===== config.mk =====
export PLATFORM = sky130hd
export DESIGN_NAME = i2c_master_register_sequencer_top_flat
export DESIGN_NICKNAME = d
export VERILOG_FILES = /design/src/sv/imrs_pkg.sv /design/src/sv/imrs_req_if.sv /design/src/sv/imrs_rsp_if.sv /design/src/sv/imrs_step.sv /design/src/sv/i2c_master_register_sequencer_top.sv /design/src/flat_wrapper.sv
export SDC_FILE = /design/constraint.sdc
export NUM_CORES = 1
export LEC_CHECK = 0
export BUFFER_PORTS_ARGS = -buffer_cell sky130_fd_sc_hd__clkbuf_2
export CAP_MARGIN = 25
export CORE_MARGIN = 2
export CORE_UTILIZATION = 40
export DETAILED_ROUTE_END_ITERATION = 8
export PLACE_DENSITY = 0.7
export SLEW_MARGIN = 10
export SYNTH_ARGS = -nofsm -noshare
export SYNTH_HDL_FRONTEND = slang
export SYNTH_SLANG_ARGS = --single-unit

===== constraint.sdc =====
create_clock -name clock -period 4.5 [get_ports clock]
set_input_delay 0.9 -clock clock [delete_from_list [all_inputs] [get_ports clock]]
set_output_delay 0.9 -clock clock [all_outputs]
set_load 0.02 [all_outputs]

===== src/sv/imrs_pkg.sv =====
// Shared types, codes and helpers for the I2C master register sequencer.
package imrs_pkg;

   // Command codes on the request channel.
   localparam logic [1:0] FUNC_WRITE = 2'd0;
   localparam logic [1:0] FUNC_READ  = 2'd1;
   localparam logic [1:0] FUNC_SHIFT = 2'd2;

   // Configuration register byte offset (index 0) and its reset value.
   localparam logic       CSR_TARGET_ADDRESS = 1'b0;
   localparam logic [6:0] TARGET_RESET       = 7'd106;

   localparam logic [7:0] PATTERN_LOW  = 8'h00;
   localparam logic [7:0] PATTERN_HIGH = 8'hFF;
   localparam logic [3:0] COUNT_BYTE   = 4'd8;
   localparam logic [3:0] COUNT_BIT    = 4'd1;
   localparam logic [3:0] COUNT_STOP   = 4'd0;

   typedef enum logic [2:0] {
      ACT_START = 3'd0,
      ACT_SEND  = 3'd1,
      ACT_ACK   = 3'd2,
      ACT_READ  = 3'd3,
      ACT_BIT   = 3'd4,
      ACT_STOP  = 3'd5
   } action_type;

   typedef enum logic [3:0] {
      PH_IDLE       = 4'd0,
      PH_ADDR_W     = 4'd1,
      PH_ADDR_W_ACK = 4'd2,
      PH_REG_SENT   = 4'd3,
      PH_REG_ACK_W  = 4'd4,
      PH_DATA_SENT  = 4'd5,
      PH_END_ACK    = 4'd6,
      PH_STOP       = 4'd7,
      PH_REG_ACK_R  = 4'd8,
      PH_RESTART    = 4'd9,
      PH_ADDR_R     = 4'd10,
      PH_ADDR_R_ACK = 4'd11,
      PH_READ_BYTE  = 4'd12
   } phase_type;

   typedef struct packed {
      phase_type  phase;
      logic       is_write;
      logic       busy;
      logic [7:0] held_reg;
      logic [7:0] held_data;
      logic       ok_flag;
      logic [7:0] got_byte;
   } state_type;

   typedef struct packed {
      action_type action;
      logic [7:0] tx_byte;
      logic [3:0] bit_count;
      logic       sda_drive;
      logic       done_res;
      logic       success;
      logic [7:0] read_data;
   } result_type;

   function automatic result_type make_result(action_type act, logic [7:0] tx,
                                              logic [3:0] cnt, logic drv);
      result_type r;
      r           = '0;
      r.action    = act;
      r.tx_byte   = tx;
      r.bit_count = cnt;
      r.sda_drive = drv;
      return r;
   endfunction

   function automatic logic [7:0] addr_byte(logic [6:0] target, logic rd);
      return {target, rd};
   endfunction

endpackage


===== src/sv/imrs_req_if.sv =====
// Request channel: commands and shift-done events into the sequencer.
interface imrs_req_if;
   logic       valid;
   logic       ready;
   logic [1:0] func;
   logic [7:0] reg_addr;
   logic [7:0] write_data;
   logic [7:0] rx_bits;

   modport source (output valid, output func, output reg_addr, output write_data,
                   output rx_bits, input ready);
   modport sink   (input valid, input func, input reg_addr, input write_data,
                   input rx_bits, output ready);
endinterface


===== src/sv/imrs_rsp_if.sv =====
// Response channel: shifter actions and transaction status out of the sequencer.
interface imrs_rsp_if;
   logic       valid;
   logic       ready;
   logic [2:0] action;
   logic [7:0] tx_byte;
   logic [3:0] bit_count;
   logic       sda_drive;
   logic       done_res;
   logic       success;
   logic [7:0] read_data;

   modport source (output valid, output action, output tx_byte, output bit_count,
                   output sda_drive, output done_res, output success,
                   output read_data, input ready);
   modport sink   (input valid, input action, input tx_byte, input bit_count,
                   input sda_drive, input done_res, input success,
                   input read_data, output ready);
endinterface


===== src/sv/imrs_step.sv =====
// Transaction sequencer: next state and shifter action for one request word.
module imrs_step (
   input  imrs_pkg::state_type  state_i,
   input  logic [1:0]           func,
   input  logic [7:0]           reg_addr,
   input  logic [7:0]           write_data,
   input  logic [7:0]           rx_bits,
   input  logic [6:0]           target_address,
   output imrs_pkg::state_type  state_o,
   output logic                 emit_o,
   output imrs_pkg::result_type result_o
);

   logic nack;
   logic is_start;
   logic is_shift;

   assign nack     = rx_bits[0];
   assign is_start = ((func == imrs_pkg::FUNC_WRITE) || (func == imrs_pkg::FUNC_READ))
                     && !state_i.busy;
   assign is_shift = (func == imrs_pkg::FUNC_SHIFT) && state_i.busy;

   // Next state
   always_comb begin
      state_o = state_i;
      if (is_start) begin
         state_o.busy      = 1'b1;
         state_o.is_write  = (func == imrs_pkg::FUNC_WRITE);
         state_o.held_reg  = reg_addr;
         state_o.held_data = write_data;
         state_o.ok_flag   = 1'b0;
         state_o.got_byte  = '0;
         state_o.phase     = imrs_pkg::PH_ADDR_W;
      end else if (is_shift) begin
         unique case (state_i.phase)
            imrs_pkg::PH_ADDR_W:     state_o.phase = imrs_pkg::PH_ADDR_W_ACK;
            imrs_pkg::PH_DATA_SENT:  state_o.phase = imrs_pkg::PH_END_ACK;
            imrs_pkg::PH_ADDR_R:     state_o.phase = imrs_pkg::PH_ADDR_R_ACK;
            imrs_pkg::PH_ADDR_W_ACK: begin
               state_o.phase = nack ? imrs_pkg::PH_STOP : imrs_pkg::PH_REG_SENT;
            end
            imrs_pkg::PH_REG_SENT: begin
               state_o.phase = state_i.is_write ? imrs_pkg::PH_REG_ACK_W
                                                : imrs_pkg::PH_REG_ACK_R;
            end
            imrs_pkg::PH_REG_ACK_W: begin
               state_o.phase = nack ? imrs_pkg::PH_STOP : imrs_pkg::PH_DATA_SENT;
            end
            imrs_pkg::PH_END_ACK: begin
               if (state_i.is_write) begin
                  state_o.ok_flag = !nack;
               end
               state_o.phase = imrs_pkg::PH_STOP;
            end
            imrs_pkg::PH_STOP: begin
               state_o.phase = imrs_pkg::PH_IDLE;
               state_o.busy  = 1'b0;
            end
            imrs_pkg::PH_REG_ACK_R: begin
               state_o.phase = nack ? imrs_pkg::PH_STOP : imrs_pkg::PH_RESTART;
            end
            imrs_pkg::PH_RESTART:    state_o.phase = imrs_pkg::PH_ADDR_R;
            imrs_pkg::PH_ADDR_R_ACK: begin
               state_o.phase = nack ? imrs_pkg::PH_STOP : imrs_pkg::PH_READ_BYTE;
            end
            imrs_pkg::PH_READ_BYTE: begin
               state_o.got_byte = rx_bits;
               state_o.ok_flag  = 1'b1;
               state_o.phase    = imrs_pkg::PH_END_ACK;
            end
            default: begin
               state_o.phase = imrs_pkg::PH_IDLE;
               state_o.busy  = 1'b0;
            end
         endcase
      end
   end

   // Shifter action
   always_comb begin
      emit_o   = 1'b0;
      result_o = '0;
      if (is_start) begin
         emit_o   = 1'b1;
         result_o = imrs_pkg::make_result(imrs_pkg::ACT_START,
                       imrs_pkg::addr_byte(target_address, 1'b0),
                       imrs_pkg::COUNT_BYTE, 1'b1);
      end else if (is_shift) begin
         emit_o = 1'b1;
         unique case (state_i.phase)
            imrs_pkg::PH_ADDR_W, imrs_pkg::PH_REG_SENT, imrs_pkg::PH_DATA_SENT,
            imrs_pkg::PH_ADDR_R: begin
               result_o = imrs_pkg::make_result(imrs_pkg::ACT_ACK, imrs_pkg::PATTERN_LOW,
                                                imrs_pkg::COUNT_BIT, 1'b0);
            end
            imrs_pkg::PH_ADDR_W_ACK, imrs_pkg::PH_REG_ACK_W: begin
               if (nack) begin
                  result_o = imrs_pkg::make_result(imrs_pkg::ACT_BIT,
                                imrs_pkg::PATTERN_LOW, imrs_pkg::COUNT_BIT, 1'b1);
               end else begin
                  result_o = imrs_pkg::make_result(imrs_pkg::ACT_SEND,
                                (state_i.phase == imrs_pkg::PH_ADDR_W_ACK) ?
                                   state_i.held_reg : state_i.held_data,
                                imrs_pkg::COUNT_BYTE, 1'b1);
               end
            end
            imrs_pkg::PH_END_ACK: begin
               result_o = imrs_pkg::make_result(imrs_pkg::ACT_BIT, imrs_pkg::PATTERN_LOW,
                                                imrs_pkg::COUNT_BIT, 1'b1);
            end
            imrs_pkg::PH_STOP: begin
               result_o = imrs_pkg::make_result(imrs_pkg::ACT_STOP, imrs_pkg::PATTERN_HIGH,
                                                imrs_pkg::COUNT_STOP, 1'b0);
               result_o.done_res  = 1'b1;
               result_o.success   = state_i.ok_flag;
               result_o.read_data = state_i.got_byte;
            end
            imrs_pkg::PH_REG_ACK_R: begin
               // The released bit before the repeated start is a high level.
               result_o = imrs_pkg::make_result(imrs_pkg::ACT_BIT,
                             nack ? imrs_pkg::PATTERN_LOW : imrs_pkg::PATTERN_HIGH,
                             imrs_pkg::COUNT_BIT, 1'b1);
            end
            imrs_pkg::PH_RESTART: begin
               result_o = imrs_pkg::make_result(imrs_pkg::ACT_START,
                             imrs_pkg::addr_byte(target_address, 1'b1),
                             imrs_pkg::COUNT_BYTE, 1'b1);
            end
            imrs_pkg::PH_ADDR_R_ACK: begin
               if (nack) begin
                  result_o = imrs_pkg::make_result(imrs_pkg::ACT_BIT,
                                imrs_pkg::PATTERN_LOW, imrs_pkg::COUNT_BIT, 1'b1);
               end else begin
                  result_o = imrs_pkg::make_result(imrs_pkg::ACT_READ,
                                imrs_pkg::PATTERN_LOW, imrs_pkg::COUNT_BYTE, 1'b0);
               end
            end
            imrs_pkg::PH_READ_BYTE: begin
               // Master NACK after the single received byte.
               result_o = imrs_pkg::make_result(imrs_pkg::ACT_BIT, imrs_pkg::PATTERN_HIGH,
                                                imrs_pkg::COUNT_BIT, 1'b1);
            end
            default: begin
               emit_o = 1'b0;
            end
         endcase
      end
   end

endmodule


===== src/sv/i2c_master_register_sequencer_top.sv =====
// Top level of the I2C master register sequencer.
//
// The req channel takes start-write and start-read commands and the
// shift-done events of a bit-level I2C shifter; the rsp channel returns the
// next shifter action for each word that calls for one. A start command
// while a transaction runs, a shift-done while idle and the unused command
// code give no response word but are still consumed.
// A word accepted into the input register is decoded from there, and its
// response is loaded into the response register once that register is free
// or being emptied. One word per cycle is sustained while the receiver
// takes each response; the rate is set by the single input register and the
// single response register.
// When the receiver stalls, the response register holds its word and one
// further request word waits in the input register; req.ready drops only
// when both are full.
// The target address register is written over the csr APB port at offset 0
// and read back there; it resets to 0x6A. Synchronous reset returns the
// sequencer to idle and empties both registers.
module i2c_master_register_sequencer_top (
   input  logic         clock,
   input  logic         reset,
   imrs_req_if.sink     req,
   imrs_rsp_if.source   rsp,
   input  logic         csr_psel,
   input  logic         csr_penable,
   input  logic         csr_pwrite,
   input  logic [2:0]   csr_paddr,
   input  logic [31:0]  csr_pwdata,
   output logic [31:0]  csr_prdata,
   output logic         csr_pready
);

   logic                 in_valid_ff;
   logic [1:0]           func_ff;
   logic [7:0]           reg_addr_ff;
   logic [7:0]           write_data_ff;
   logic [7:0]           rx_bits_ff;
   logic                 out_valid_ff;
   logic                 out_valid_in;
   imrs_pkg::result_type res_ff;
   imrs_pkg::result_type res_in;
   imrs_pkg::state_type  state_ff;
   imrs_pkg::state_type  state_in;
   logic [6:0]           target_ff;
   logic                 emit;
   logic                 advance;
   logic                 csr_write;

   assign advance   = in_valid_ff && (!out_valid_ff || rsp.ready);
   assign req.ready = !in_valid_ff || advance;

   always_ff @(posedge clock) begin
      if (reset) begin
         in_valid_ff <= 1'b0;
      end else if (req.ready) begin
         in_valid_ff <= req.valid;
      end
   end

   always_ff @(posedge clock) begin
      if (req.valid && req.ready) begin
         func_ff       <= req.func;
         reg_addr_ff   <= req.reg_addr;
         write_data_ff <= req.write_data;
         rx_bits_ff    <= req.rx_bits;
      end
   end

   imrs_step u_step (
      .state_i        (state_ff),
      .func           (func_ff),
      .reg_addr       (reg_addr_ff),
      .write_data     (write_data_ff),
      .rx_bits        (rx_bits_ff),
      .target_address (target_ff),
      .state_o        (state_in),
      .emit_o         (emit),
      .result_o       (res_in)
   );

   always_comb begin
      out_valid_in = out_valid_ff && !rsp.ready;
      if (advance && emit) begin
         out_valid_in = 1'b1;
      end
   end

   always_ff @(posedge clock) begin
      if (reset) begin
         state_ff     <= '0;
         out_valid_ff <= 1'b0;
      end else begin
         out_valid_ff <= out_valid_in;
         if (advance) begin
            state_ff <= state_in;
         end
      end
   end

   always_ff @(posedge clock) begin
      if (advance && emit) begin
         res_ff <= res_in;
      end
   end

   assign rsp.valid     = out_valid_ff;
   assign rsp.action    = res_ff.action;
   assign rsp.tx_byte   = res_ff.tx_byte;
   assign rsp.bit_count = res_ff.bit_count;
   assign rsp.sda_drive = res_ff.sda_drive;
   assign rsp.done_res  = res_ff.done_res;
   assign rsp.success   = res_ff.success;
   assign rsp.read_data = res_ff.read_data;

   // Configuration port
   assign csr_pready = 1'b1;
   assign csr_write  = csr_psel && csr_penable && csr_pwrite && csr_pready;

   always_ff @(posedge clock) begin
      if (reset) begin
         target_ff <= imrs_pkg::TARGET_RESET;
      end else if (csr_write && (csr_paddr[2] == imrs_pkg::CSR_TARGET_ADDRESS)) begin
         target_ff <= csr_pwdata[6:0];
      end
   end

   assign csr_prdata = (csr_paddr[2] == imrs_pkg::CSR_TARGET_ADDRESS) ?
                       {25'd0, target_ff} : 32'd0;

   // Checks
   a_busy_phase: assert property (@(posedge clock) disable iff (reset)
      state_ff.busy == (state_ff.phase != imrs_pkg::PH_IDLE))
      else $error("busy flag and phase disagree");

   a_end_gives_done: assert property (@(posedge clock) disable iff (reset)
      $fell(state_ff.busy) |-> out_valid_ff && res_ff.done_res)
      else $error("transaction ended without a done word");

   a_success_done: assert property (@(posedge clock) disable iff (reset)
      out_valid_ff && res_ff.success |-> res_ff.done_res &&
      (res_ff.action == imrs_pkg::ACT_STOP))
      else $error("success reported outside the stop word");

endmodule

===== src/flat_wrapper.sv =====
// flat-port wrapper written by rule: the top's interface ports become plain ports
module i2c_master_register_sequencer_top_flat 
  (clock, reset, csr_psel, csr_penable, csr_pwrite, csr_paddr, csr_pwdata, csr_prdata, csr_pready, req_valid, req_func, req_reg_addr, req_write_data, req_rx_bits, req_ready, rsp_valid, rsp_action, rsp_tx_byte, rsp_bit_count, rsp_sda_drive, rsp_done_res, rsp_success, rsp_read_data, rsp_ready);
  imrs_req_if req_i ();
  imrs_rsp_if rsp_i ();
  input  logic clock;
  input  logic reset;
  input  logic csr_psel;
  input  logic csr_penable;
  input  logic csr_pwrite;
  input  logic [2:0] csr_paddr;
  input  logic [31:0] csr_pwdata;
  output logic [31:0] csr_prdata;
  output logic csr_pready;
  input wire logic [$bits(req_i.valid)-1:0] req_valid;
  input wire logic [$bits(req_i.func)-1:0] req_func;
  input wire logic [$bits(req_i.reg_addr)-1:0] req_reg_addr;
  input wire logic [$bits(req_i.write_data)-1:0] req_write_data;
  input wire logic [$bits(req_i.rx_bits)-1:0] req_rx_bits;
  output wire logic [$bits(req_i.ready)-1:0] req_ready;
  output wire logic [$bits(rsp_i.valid)-1:0] rsp_valid;
  output wire logic [$bits(rsp_i.action)-1:0] rsp_action;
  output wire logic [$bits(rsp_i.tx_byte)-1:0] rsp_tx_byte;
  output wire logic [$bits(rsp_i.bit_count)-1:0] rsp_bit_count;
  output wire logic [$bits(rsp_i.sda_drive)-1:0] rsp_sda_drive;
  output wire logic [$bits(rsp_i.done_res)-1:0] rsp_done_res;
  output wire logic [$bits(rsp_i.success)-1:0] rsp_success;
  output wire logic [$bits(rsp_i.read_data)-1:0] rsp_read_data;
  input wire logic [$bits(rsp_i.ready)-1:0] rsp_ready;
  assign req_i.valid = req_valid;
  assign req_i.func = req_func;
  assign req_i.reg_addr = req_reg_addr;
  assign req_i.write_data = req_write_data;
  assign req_i.rx_bits = req_rx_bits;
  assign req_ready = req_i.ready;
  assign rsp_valid = rsp_i.valid;
  assign rsp_action = rsp_i.action;
  assign rsp_tx_byte = rsp_i.tx_byte;
  assign rsp_bit_count = rsp_i.bit_count;
  assign rsp_sda_drive = rsp_i.sda_drive;
  assign rsp_done_res = rsp_i.done_res;
  assign rsp_success = rsp_i.success;
  assign rsp_read_data = rsp_i.read_data;
  assign rsp_i.ready = rsp_ready;
  i2c_master_register_sequencer_top u_core (.clock(clock), .reset(reset), .req(req_i), .rsp(rsp_i), .csr_psel(csr_psel), .csr_penable(csr_penable), .csr_pwrite(csr_pwrite), .csr_paddr(csr_paddr), .csr_pwdata(csr_pwdata), .csr_prdata(csr_prdata), .csr_pready(csr_pready));
endmodule

Word level (Yosys, flattened, before mapping)
Cells that the tools add are included.

operators by class
  muxes and demuxes = 28
  bitwise operators = 2
  equality and inequality tests = 16
  reductions and logical operators = 32

operator list
  cell                                                                    number
  26-bit one-hot mux with 8 select lines                                  1
  26-bit 2-to-1 mux                                                       2
  23-bit 2-to-1 mux                                                       2
  4-bit one-hot mux with 10 select lines                                  1
  8-bit 2-to-1 mux                                                        3
  4-bit equality test (second input constant)                             5
  4-bit 2-to-1 mux                                                        5
  9-bit 2-to-1 mux                                                        2
  4-bit by 3-bit equality test with 1-bit output (second input constant)  4
  12-bit OR reduction                                                     1
  11-bit OR reduction                                                     1
  1-bit logical AND                                                       9
  4-bit by 2-bit equality test with 1-bit output (second input constant)  2
  1-bit 2-to-1 mux                                                        8
  7-bit 2-to-1 mux                                                        1
  3-bit AND reduction                                                     2
  2-bit OR reduction                                                      3
  1-bit logical NOT                                                       5
  4-bit by 1-bit equality test with 1-bit output (second input constant)  1
  2-bit AND reduction                                                     2
  4-bit AND reduction                                                     1
  2-bit nonzero test                                                      2
  4-bit OR reduction                                                      1
  1-bit logical OR                                                        3
  10 further kinds                                                        11

word-level totals
  input bits = 68
  register bits = 92
  output and inout bits = 61

Depth between registers and ports, before layout
Gate-level depths: netlist of run 1.

  word-level depth = 7
  gate-level depth with buffers = 6
  mapped depth without buffers = 4

Modules after synthesis
From an unflattened synthesis of run 1, not the netlist that was laid out.

unflattened totals
  cells, all modules = 485
  area total of the unflattened synthesis = 4928.5 um2

by module, submodules not included
  module                             area an instance (um2)  sequential area each (um2)  cells each  instances
  i2c_master_register_sequencer_top  3622.2                  2362.3                      268         1
  imrs_step                          1306.3                  0.0                         217         1

Worst setup path before layout of run 1
Ideal clock, no wire load.

  kind = in2reg
  from = input rsp_ready
  to = register u_core.res_ff, in the netlist u_core.rsp.action[0], enable pin
  cell stages on the path = 3
  arrival time = 2982 ps
  data required time = 4062 ps
  setup time = 438 ps
  setup slack = 1080 ps
  buffers on the path = 0
  cell sequence = nand2b_1 nand3_1 o21ai_0

between the ends
  cells in the longest elaborated chain, start to end = 3

RTL lines
  what                    RTL line                                  RTL
  start: declaration      flat_wrapper.sv:29                        input wire logic [$bits(rsp_i.ready)-1:0] rsp_ready;
  1-bit logical OR        i2c_master_register_sequencer_top.sv:49   assign advance = in_valid_ff && (!out_valid_ff || rsp.ready);
  1-bit logical AND       i2c_master_register_sequencer_top.sv:49
  1-bit logical AND       i2c_master_register_sequencer_top.sv:101  if (advance && emit) begin
  end signal: assignment  i2c_master_register_sequencer_top.sv:102  res_ff <= res_in;
  end: declaration        i2c_master_register_sequencer_top.sv:40   imrs_pkg::result_type res_ff;

No other way between the ends.
A chain may end at the register's enable or synchronous reset.

Final worst setup path of run 1
  from = register u_core.state_ff[27] (netlist bit)
  to = register u_core.res_ff, in the netlist u_core.rsp.read_data[5], enable pin

between the ends
  cells in the longest elaborated chain, start to end = 6
  elaborated cells on any way between the ends = 17
  those cells by class = eq/ne: 12; mux: 3; reduce/logical: 2

RTL lines
  what                                                                          RTL line                                  RTL
  start: declaration                                                            i2c_master_register_sequencer_top.sv:42   imrs_pkg::state_type state_ff;
  start signal: assignment                                                      i2c_master_register_sequencer_top.sv:95   state_ff <= state_in;
  4-bit by 2-bit equality test with 1-bit output, or another cell as far along  imrs_step.sv:90                           unique case (state_i.phase)
  12-bit OR reduction (no source line) (*)                                      --
  1-bit 2-to-1 mux (*)                                                          imrs_step.sv:90
  1-bit 2-to-1 mux (*)                                                          imrs_step.sv:88                           end else if (is_shift) begin
  1-bit 2-to-1 mux (*)                                                          imrs_step.sv:83                           if (is_start) begin
  1-bit logical AND (*)                                                         i2c_master_register_sequencer_top.sv:101

Mark *: on every way between the ends. The rest lies on a longest branch, timed or not.

==> flow_summary.toml, run 1 <==
[clock_tree]
ctsResizeCount = 0
cts_tree = "done"
numCtsBuffers = 9
holdBufCountCts = 0
htree_levels = 3
clk_pin_slew_ns = 0.09
clk_latency_ns = 0.35
post_cts_buffers = 0
cts.sinks = 90
clockRootBuffer = "clkbuf_8"
cts_buffer_depth = 2

[synth]
synth_area_um2 = 4150
ys_async_sr_fraction = 0
netlist_instances = 388
synth_flop_cell = "edfxtp_1"
yosysWarnings = 0
avgSynthCellArea_um2 = 10.7
yosysSeqAreaShare = 0.555
synth-edff-count = 50
synthDistinctLibCells = 58
ys_ff_latch = 90

[power]
ir_drop_uv = 210
pwr-share-clk = 0.371
switching_power_uw = 394
finalPower_mw = 1.65
p_per_area_nw_per_um2 = 350
switching_share = 0.240
p_leak_nw = 1.80
pwr-share-seq = 0.555
intPower_mw = 1.25
comb_power_share = 0.074

[floorplan]
ios = 129
coreArea_um2 = 10200
die-area_um2 = 11200
core.rowCount = 37
die_x_um = 106
die_h_um = 106
start_util = 0.408

[placed_design]
routabilityCongestion = 0.828
io_buffers = 73
postPlaceCellArea_um2 = 4470
detailed_place_hpwl_um = 5600

[finish]
nets = 518
post_route_cells_drive_above_1_share = 0.242
multiInputGateArea_um2 = 1550
final_area_um2 = 4710
fin_util = 0.462
nFillCells = 950
seqCellArea_um2 = 2300
diodes = 0
area_growth_pct = 13.4

[sta]
timing.final.crit_share = 0.547
setup_viol = 0
period_needed_ns = 2.46
worstMarginPinSlew_ns = 0.895
drv_slew = 0
clock.fmax_mhz = 406
fin_skew_ns = 0.00902
worst_slew_margin_rel = 0.402
tns_ns = 0
hold_violations = 0
hold_ws_ns = 0.462
grt_setup_unrepaired = "no"

[hold_path]
hp-class = "reg2reg"

[worst_setup_path]
r2r_slack_ns = 2.04
end_kind = "flip-flop"
critPathMaxFanout = 25
worstPathArrival_ns = 2.52
critPathRequiredTime_ns = 4.56
start_kind = "flip-flop"
path_class = "reg2reg"

[grt]
grt_start_max_net_pins = 41
antenna_found_initial = 0
grt_use_total = 0.143
grt_remaining_overflow = 0
first_global_vias = 2638
grt_pass1_wl_um = 12800

[status]
status = "completed"

[detailed_routing]
wire_per_inst_um = 13.1
drt-vias-per-instance = 5.02
drtIter0Drc = 129
detail-route-antenna-nets = 0
vias = 2968
wl_um = 7750
drc = 0
drtPass1Iterations = 4

[flow_run]
maxCapViolCount = 0
==> worst max-delay path, cell delays in order, from the launching register on <==
cell and delay (ns):
dfxtp_1 0.92, nor4_1 0.19, nor2_1 0.28, inv_1 0.11, o21ai_2 0.42, buf_8 0.23
==> metrics by stage <==
| step | cells | worst slack, ns |
|---|---|---|
| after CTS | 590 | 2.02 |
| after detailed placement | 574 | 1.82 |
| after floorplan | 414 | 1.08 |
| after global placement | 572 | 1.73 |
| final | 591 | 2.04 |
| after global routing | 591 | 1.84 |
==> worst paths after layout <==
kind,start,endpoint,cells past startpoint
setup / recovery,u_core.state_ff[27],u_core.rsp.read_data[5],5
hold / removal,u_core.state_ff[20],u_core.state_ff[20],2
hold reg to reg,u_core.state_ff[20],u_core.state_ff[20],2
setup reg to reg,u_core.state_ff[27],u_core.rsp.read_data[5],5
==> cell families (layout without fill, tap and decap cells) <==
kind of cell               Yosys count  after routing  share of synthesized area
buffers and inverters               62            103                     0.0961
muxes                               12             12                     0.0301
other                                2             28                    0.00181
adders and majority gates            1              1                    0.00271
AOI/OAI and AO/OA                   90             90                      0.146
xor gates and xnor gates             3              3                    0.00633
DFF                                 90             90                      0.555
and+or+nand+nor                    128            128                      0.162
==> state kept, by name, indices dropped and copies added, names as in the netlist, 2 cells and up <==
register              cells
u_core.write_data_ff      8
u_core.rsp.tx_byte        8
u_core.rx_bits_ff         8
u_core.rsp.bit_count      2
u_core.state_ff          31
u_core.rsp.read_data      8
u_core.rsp.action         3
u_core.reg_addr_ff        8
u_core.target_ff          7
u_core.func_ff            2
==> layout by cell type (no fill, tap or decap), types with 2 or more instances in the layout <==
| cell | Yosys | final |
|---|---|---|
| clkbuf_2 | 0 | 73 |
| edfxtp_1 | 50 | 50 |
| nand2_1 | 48 | 48 |
| dfxtp_1 | 40 | 40 |
| a21oi_1 | 35 | 35 |
| conb_1 | 2 | 28 |
| nor2_1 | 22 | 22 |
| o21ai_0 | 19 | 18 |
| mux2i_1 | 11 | 11 |
| and2_1 | 10 | 10 |
| inv_1 | 9 | 9 |
| nor2b_1 | 9 | 9 |
| clkbuf_8 | 0 | 9 |
| o211ai_1 | 8 | 8 |
| nand4_1 | 8 | 8 |
| nand2b_1 | 6 | 6 |
| nand3_1 | 4 | 4 |
| a211o_1 | 4 | 4 |
| nor3_1 | 3 | 3 |
| a31oi_1 | 3 | 3 |
| inv_6 | 0 | 3 |
| buf_8 | 0 | 3 |
| and3_1 | 2 | 2 |
| o21ai_2 | 1 | 2 |
| xnor2_1 | 2 | 2 |
| a32o_1 | 2 | 2 |
| nand4b_1 | 2 | 2 |
| nand3b_1 | 2 | 2 |
| nor4b_1 | 2 | 2 |
| o32ai_1 | 2 | 2 |
| o21bai_1 | 2 | 2 |
| bufinv_16 | 0 | 2 |
| buf_4 | 38 | 2 |
==> layer usage <==
layer / part of all wire / up-vias / global-route usage / routed length [um]
li1: - / 1456 / - / -
met1: 0.43 / 1382 / 0.191 / 3310
met2: 0.50 / 121 / 0.237 / 3860
met3: 0.067 / 9 / 0.0297 / 523
met4: 0.0077 / 0 / 0.0423 / 60
met5: 0 / - / 0 / 0
==> cells in the mapped netlist, types with 9 or more instances <==
| master | number | area (um2) |
|---|---|---|
| a21oi_1 | 35 | 175 |
| and2_1 | 10 | 62.6 |
| buf_4 | 38 | 285 |
| dfxtp_1 | 40 | 801 |
| edfxtp_1 | 50 | 1500 |
| inv_1 | 9 | 33.8 |
| mux2i_1 | 11 | 110 |
| nand2_1 | 48 | 180 |
| nor2_1 | 22 | 82.6 |
| nor2b_1 | 9 | 56.3 |
| o21ai_0 | 19 | 95.1 |
==> cell type report <==
cell class              instances  share of cell area
clock inverters                 7              0.0210
well taps                     136              0.0362
multi-input cells             262               0.330
flip-flops and latches         90               0.489
clock buffers                   9              0.0263
repair buffers                 78              0.0904
inverters                       9             0.00718
==> power by group through the flow <==
stage | clock network, mW | logic (mW) | registers, mW
after floorplan | 0 | 0.102 | 0.930
after global placement | 0 | 0.117 | 0.931
after detailed placement | 0 | 0.123 | 0.932
after CTS | 0.622 | 0.123 | 0.913
after global routing | 0.659 | 0.136 | 0.916
final | 0.611 | 0.122 | 0.913
No activity file was read; power rests on OpenSTA's default activity.
==> inputs of run 2 (changes only) <==
Settings changed: PLACE_DENSITY 0.7 to 0.72.
Clock period 4.5 ns to 2.16 ns, I/O delays scaled along.
==> run 2 against run 1 <==
  * Global-route usage increased by 0.25 points
  * Critical path type unchanged
  * Worst setup slack got worse by 1.8 ns
  * Sequential cell count unchanged
  * Critical endpoint is now u_core.rsp.tx_byte[0]
  * Highest routed layer unchanged
==> flow_summary.toml, run 2 (same netlist as run 1, synthesis figures left out) <==
[finish]
regMostFlops = "u_core.state_ff"
mostFrequentLayoutCells = "73 x clkbuf_2, 50 x edfxtp_1, 48 x nand2_1"
area_growth_pct = 13.7
nFillCells = 967
final_common_cell = "clkbuf_2"
diodes = 0
nets = 527
post_route_cells_drive_above_1_share = 0.256
largest_reg_flops = 31

[detailed_routing]
drt-met1-wl_um = 3300
wire_per_inst_um = 13.3
drtIter0Drc = 157
drc = 0
drtPass1Iterations = 5
detail-route-antenna-nets = 0
vias = 2960
wl_met3_um = 459
top_signal_layer_used = "met4"
wl_met2_um = 4060
wl_um = 7970
drt-vias-per-instance = 4.93

[clock_tree]
post_cts_buffers = 0
clk_pin_slew_ns = 0.09
clockRootBuffer = "clkbuf_8"
clk_latency_ns = 0.36
cts_tree = "done"
holdBufCountCts = 0
numCtsBuffers = 9
cts.sinks = 90
cts_buffer_depth = 2
ctsResizeCount = 0
htree_levels = 3

[worst_setup_path]
max_stage_delay_ns = 0.50
start_kind = "flip-flop"
critPathMaxFanout = 17
path_delay_family = "simple AND/OR/NAND/NOR gates"
crit_chain = "nor4b_2 -> mux2_4 -> a221oi_2 -> nor3_1"
crit_slowest_cell = "dfxtp_1"
worstPathArrival_ns = 1.96
cp_num_buf_inv = 0
critPathRequiredTime_ns = 2.25
end_kind = "flip-flop"
path_class = "reg2reg"

[flow_run]
maxCapViolCount = 0

[status]
status = "completed"

[floorplan]
die-area_um2 = 11200
coreArea_um2 = 10200
die_x_um = 106
die_h_um = 106
ios = 129
core.rowCount = 37
start_util = 0.408

[sta]
period_needed_ns = 1.87
tns_ns = 0
drv_slew = 0
worstMarginPinSlew_ns = 0.634
grt_setup_unrepaired = "no"
clock.fmax_mhz = 533
fin_skew_ns = 0.0135
setup_viol = 0
hold_violations = 0
worst_slew_margin_rel = 0.577
timing.final.crit_share = 0.868

[power]
ir_drop_uv = 529
p_per_area_nw_per_um2 = 676
finalPower_mw = 3.19
p_leak_nw = 1.82

[grt]
grt_start_max_net_pins = 30
grt_pass1_wl_um = 13000
grt_use_total = 0.146
grt_remaining_overflow = 0
antenna_found_initial = 0
first_global_vias = 2763

[placed_design]
io_buffers = 73
detailed_place_hpwl_um = 5800
routabilityCongestion = 0.895

[hold_path]
hp-class = "in2reg"
run 2: routing by layer:
| metal | vias to the layer above | global-route usage |
|---|---|---|
| met5 | - | 0 |
| li1 | 1466 | - |
| met1 | 1381 | 0.169 |
| met3 | 12 | 0.0396 |
| met2 | 101 | 0.255 |
| met4 | 0 | 0.0592 |
run 2: power by group:
part / switching, mW / internal [mW] / total, mW
logic: 0.184 / 0.0886 / 0.272
clock network: 0.578 / 0.449 / 1.03
registers: 0.0299 / 1.86 / 1.89
total: 0.791 / 2.40 / 3.19
run 2: worst register-to-register path: cells and delay by family, from the launching register on:
family	cells	cell delay (ns)
AOI/OAI and AO/OA	1	0.21
DFF	1	0.50
muxes	1	0.34
and+or+nand+nor	2	0.54
run 2: cell type report:
cell class                      instances  area [um2]  share of cell area
Clock buffer                           10         138              0.0292
Sequential cell                        90        2300               0.488
Clock inverter                          6        41.3             0.00875
Multi-Input combinational cell        262        1550               0.329
Inverter                                9        33.8             0.00716
Tap cell                              136         170              0.0360
Timing Repair Buffer                   87         483               0.102
run 2: path summary, 6_finish.rpt:
| kind | startpoint | cells after the start | slack, ns | end |
|---|---|---|---|---|
| setup reg to reg | u_core.state_ff[29] | 4 | 0.29 | u_core.rsp.tx_byte[0] |
| hold / removal | req_rx_bits[0] | 1 | 0.24 | u_core.rx_bits_ff[0] |
| hold reg to reg | u_core.func_ff[0] | 1 | 0.45 | u_core.state_ff[26] |
| setup / recovery | u_core.state_ff[29] | 4 | 0.29 | u_core.rsp.tx_byte[0] |
run 2: stage by stage:
step            util  instances  hold slack [ns]  instance area, um2  setup slack, ns
2_1_floorplan      -        414            0.436                4250            0.146
4_1_cts        0.463        600            0.228                4720            0.195
3_5_place_dp   0.446        584            0.448                4540            0.199
3_3_place_gp   0.446        584            0.445                4540            0.273
5_1_grt        0.464        600            0.228                4720            0.178
6_report       0.464        600            0.244                4720            0.285
==> inputs of run 3 (changes only) <==
Settings changed: ABC_AREA set to 1, CTS_CLUSTER_DIAMETER set to 120, PLACE_DENSITY 0.72 to 0.7, SYNTH_HIERARCHICAL set to 1.
==> run 3 against run 2 <==
  * Final cell count up 47%
  * Clock skew down 0.0080 ns
  * Die area up 22%
  * Largest cell class unchanged
  * Non-clock buffer count up 4
  * Via count up 34%
  * Critical path depth up 4
  * Critical endpoint is now u_core/rsp.tx_byte[3]
  * Wire length up 29%
  * First-iteration DRC count up 43%
  * Register-to-register slack worse by 0.06 ns
  * Fmax down 3.2%
  * Clock-buffer cell count up 5
==> flow_summary.toml, run 3 <==
[finish]
mostFrequentLayoutCells = "161 x nand2_1, 81 x inv_1, 75 x clkbuf_2"
regMostFlops = "u_core/state_ff"
largest_reg_flops = 31
nets = 774
final_common_cell = "nand2_1"
fin_util = 0.459
diodes = 0
final_area_um2 = 5740
area_growth_pct = 12.9
post_route_cells_drive_above_1_share = 0.274

[synth]
yosysWarnings = 6
yosys.area_share.simple = 0.318
synth_compound_area_frac = 0.0603
synthXorXnorAreaFrac = 0
yosysTopAreaCell = "edfxtp_1"
synth_flop_cell = "edfxtp_1"
synth_commonest_cells = "161 x nand2_1, 81 x inv_1, 61 x nor2_2, 52 x edfxtp_1, 50 x nand3_1"
yosysSeqAreaShare = 0.465
synth_top_area_frac = 0.307
synth_fa_ha_area_frac = 0
synth.most_common_cell = "nand2_1"
avgSynthCellArea_um2 = 8.04
yosys-top-cells-area = "edfxtp_1 31%, dfxtp_1 16%, nand2_1 12%"
synth-edff-count = 52
synthMuxAreaShare = 0
ys_async_sr_fraction = 0
synth_top_family_by_area = "simple AND/OR/NAND/NOR gates"
synth_area_um2 = 5080
synthDistinctLibCells = 31
ys_ff_latch = 92
netlist_instances = 632

[worst_setup_path]
path_class = "reg2reg"
critPathMaxFanout = 20
critPathRequiredTime_ns = 2.21
start_kind = "flip-flop"
worstPathArrival_ns = 1.98
reg2reg_depth = 8
end_kind = "flip-flop"

[detailed_routing]
wl_um = 10300
detail-route-antenna-nets = 0
drt-vias-per-instance = 4.48
wire_per_inst_um = 11.7
drc = 0
vias = 3957
drtPass1Iterations = 5
drtIter0Drc = 225

[grt]
grt_use_total = 0.158
first_global_vias = 3452
grt_remaining_overflow = 0
grt_pass1_wl_um = 16700
antenna_found_initial = 0
grt_start_max_net_pins = 40

[clock_tree]
ctsResizeCount = 0
numCtsBuffers = 9
cts_tree = "done"
clockRootBuffer = "clkbuf_16"
htree_levels = 3
cts_buffer_depth = 2
clk_pin_slew_ns = 0.06
clk_latency_ns = 0.34
holdBufCountCts = 0
cts.sinks = 92
post_cts_buffers = 0

[sta]
period_needed_ns = 1.94
setup_slack_ns = 0.224
hold_violations = 0
tns_ns = 0
clock.fmax_mhz = 516
timing.final.crit_share = 0.896
grt_setup_unrepaired = "no"
drv_slew = 0
worst_slew_margin_rel = 0.527
worstMarginPinSlew_ns = 0.708
setup_viol = 0
fin_skew_ns = 0.00547

[floorplan]
core.rowCount = 41
die-area_um2 = 13600
ios = 129
coreArea_um2 = 12500
start_util = 0.406
die_h_um = 117
die_x_um = 117

[placed_design]
postPlaceCellArea_um2 = 5460
io_buffers = 75
detailed_place_hpwl_um = 7230
routabilityCongestion = 0.867
place_worst_setup_slack_ns = 0.239

[flow_run]
maxCapViolCount = 0

[hold_path]
min_path_cells = 1
hp-class = "in2reg"

[power]
p_leak_nw = 2.67
p_per_area_nw_per_um2 = 715
finalPower_mw = 4.10
ir_drop_uv = 422

[status]
status = "completed"
-- run 3: changes by cell type after synthesis, sizes merged, moves of 11 or more --
| cell | previous run | this run |
|---|---|---|
| inv | 9 | 90 |
| mux2i | 11 | 0 |
| nand2 | 48 | 167 |
| nand3 | 5 | 53 |
| nor2 | 23 | 112 |
-- run 3: area by class of cell --
class,instances,area (um2)
sequential,92,2360
fill,1295,6780
inverter,90,343
clock buffer,15,278
timing repair buffer,91,508
clock inverter,1,5.00
tap,172,215
multi-input combinational,422,2030
-- run 3: final timing paths --
kind                                     startpoint                      end  slack, ns
worst max-delay path            u_core/state_ff[27]    u_core/rsp.tx_byte[3]       0.22
worst min-delay path              req_write_data[2]  u_core/write_data_ff[2]       0.26
worst max register to register  u_core/state_ff[27]    u_core/rsp.tx_byte[3]       0.22
worst min register to register  u_core/state_ff[19]      u_core/state_ff[19]       0.48
-- run 3: kinds of logic after synthesis --
family	count (synthesis)
simple gates	335
buf+inv	143
other cells	3
flops	92
compound gates	59
-- run 3: through the flow --
step / instances / hold WS, ns
after floorplan: 657 / 0.440
after global placement: 867 / 0.452
after detailed placement: 867 / 0.464
after CTS: 883 / 0.248
after global routing: 883 / 0.253
final: 883 / 0.261
-- run 3: worst max-delay path: stages (launching register included) --
cell and delay (ns):
dfxtp_1 0.44, nor2_4 0.28, nand2_1 0.11, o211ai_1 0.10, nand2_1 0.14, nand2_1 0.11, inv_1 0.08, nor2_2 0.18
buf_12 0.19
-- run 3: routing by layer --
metal | GRT usage | part of all wire
met1 | 0.219 | 0.47
met2 | 0.239 | 0.45
met3 | 0.0327 | 0.055
met4 | 0.0722 | 0.021
met5 | 0 | 0
-- run 3: power breakdown --
group	leakage, nW	internal (mW)	switching [mW]
logic	1.69	0.207	0.402
registers	0.845	1.94	0.0610
clock network	0.140	0.874	0.620
total	2.67	3.02	1.08
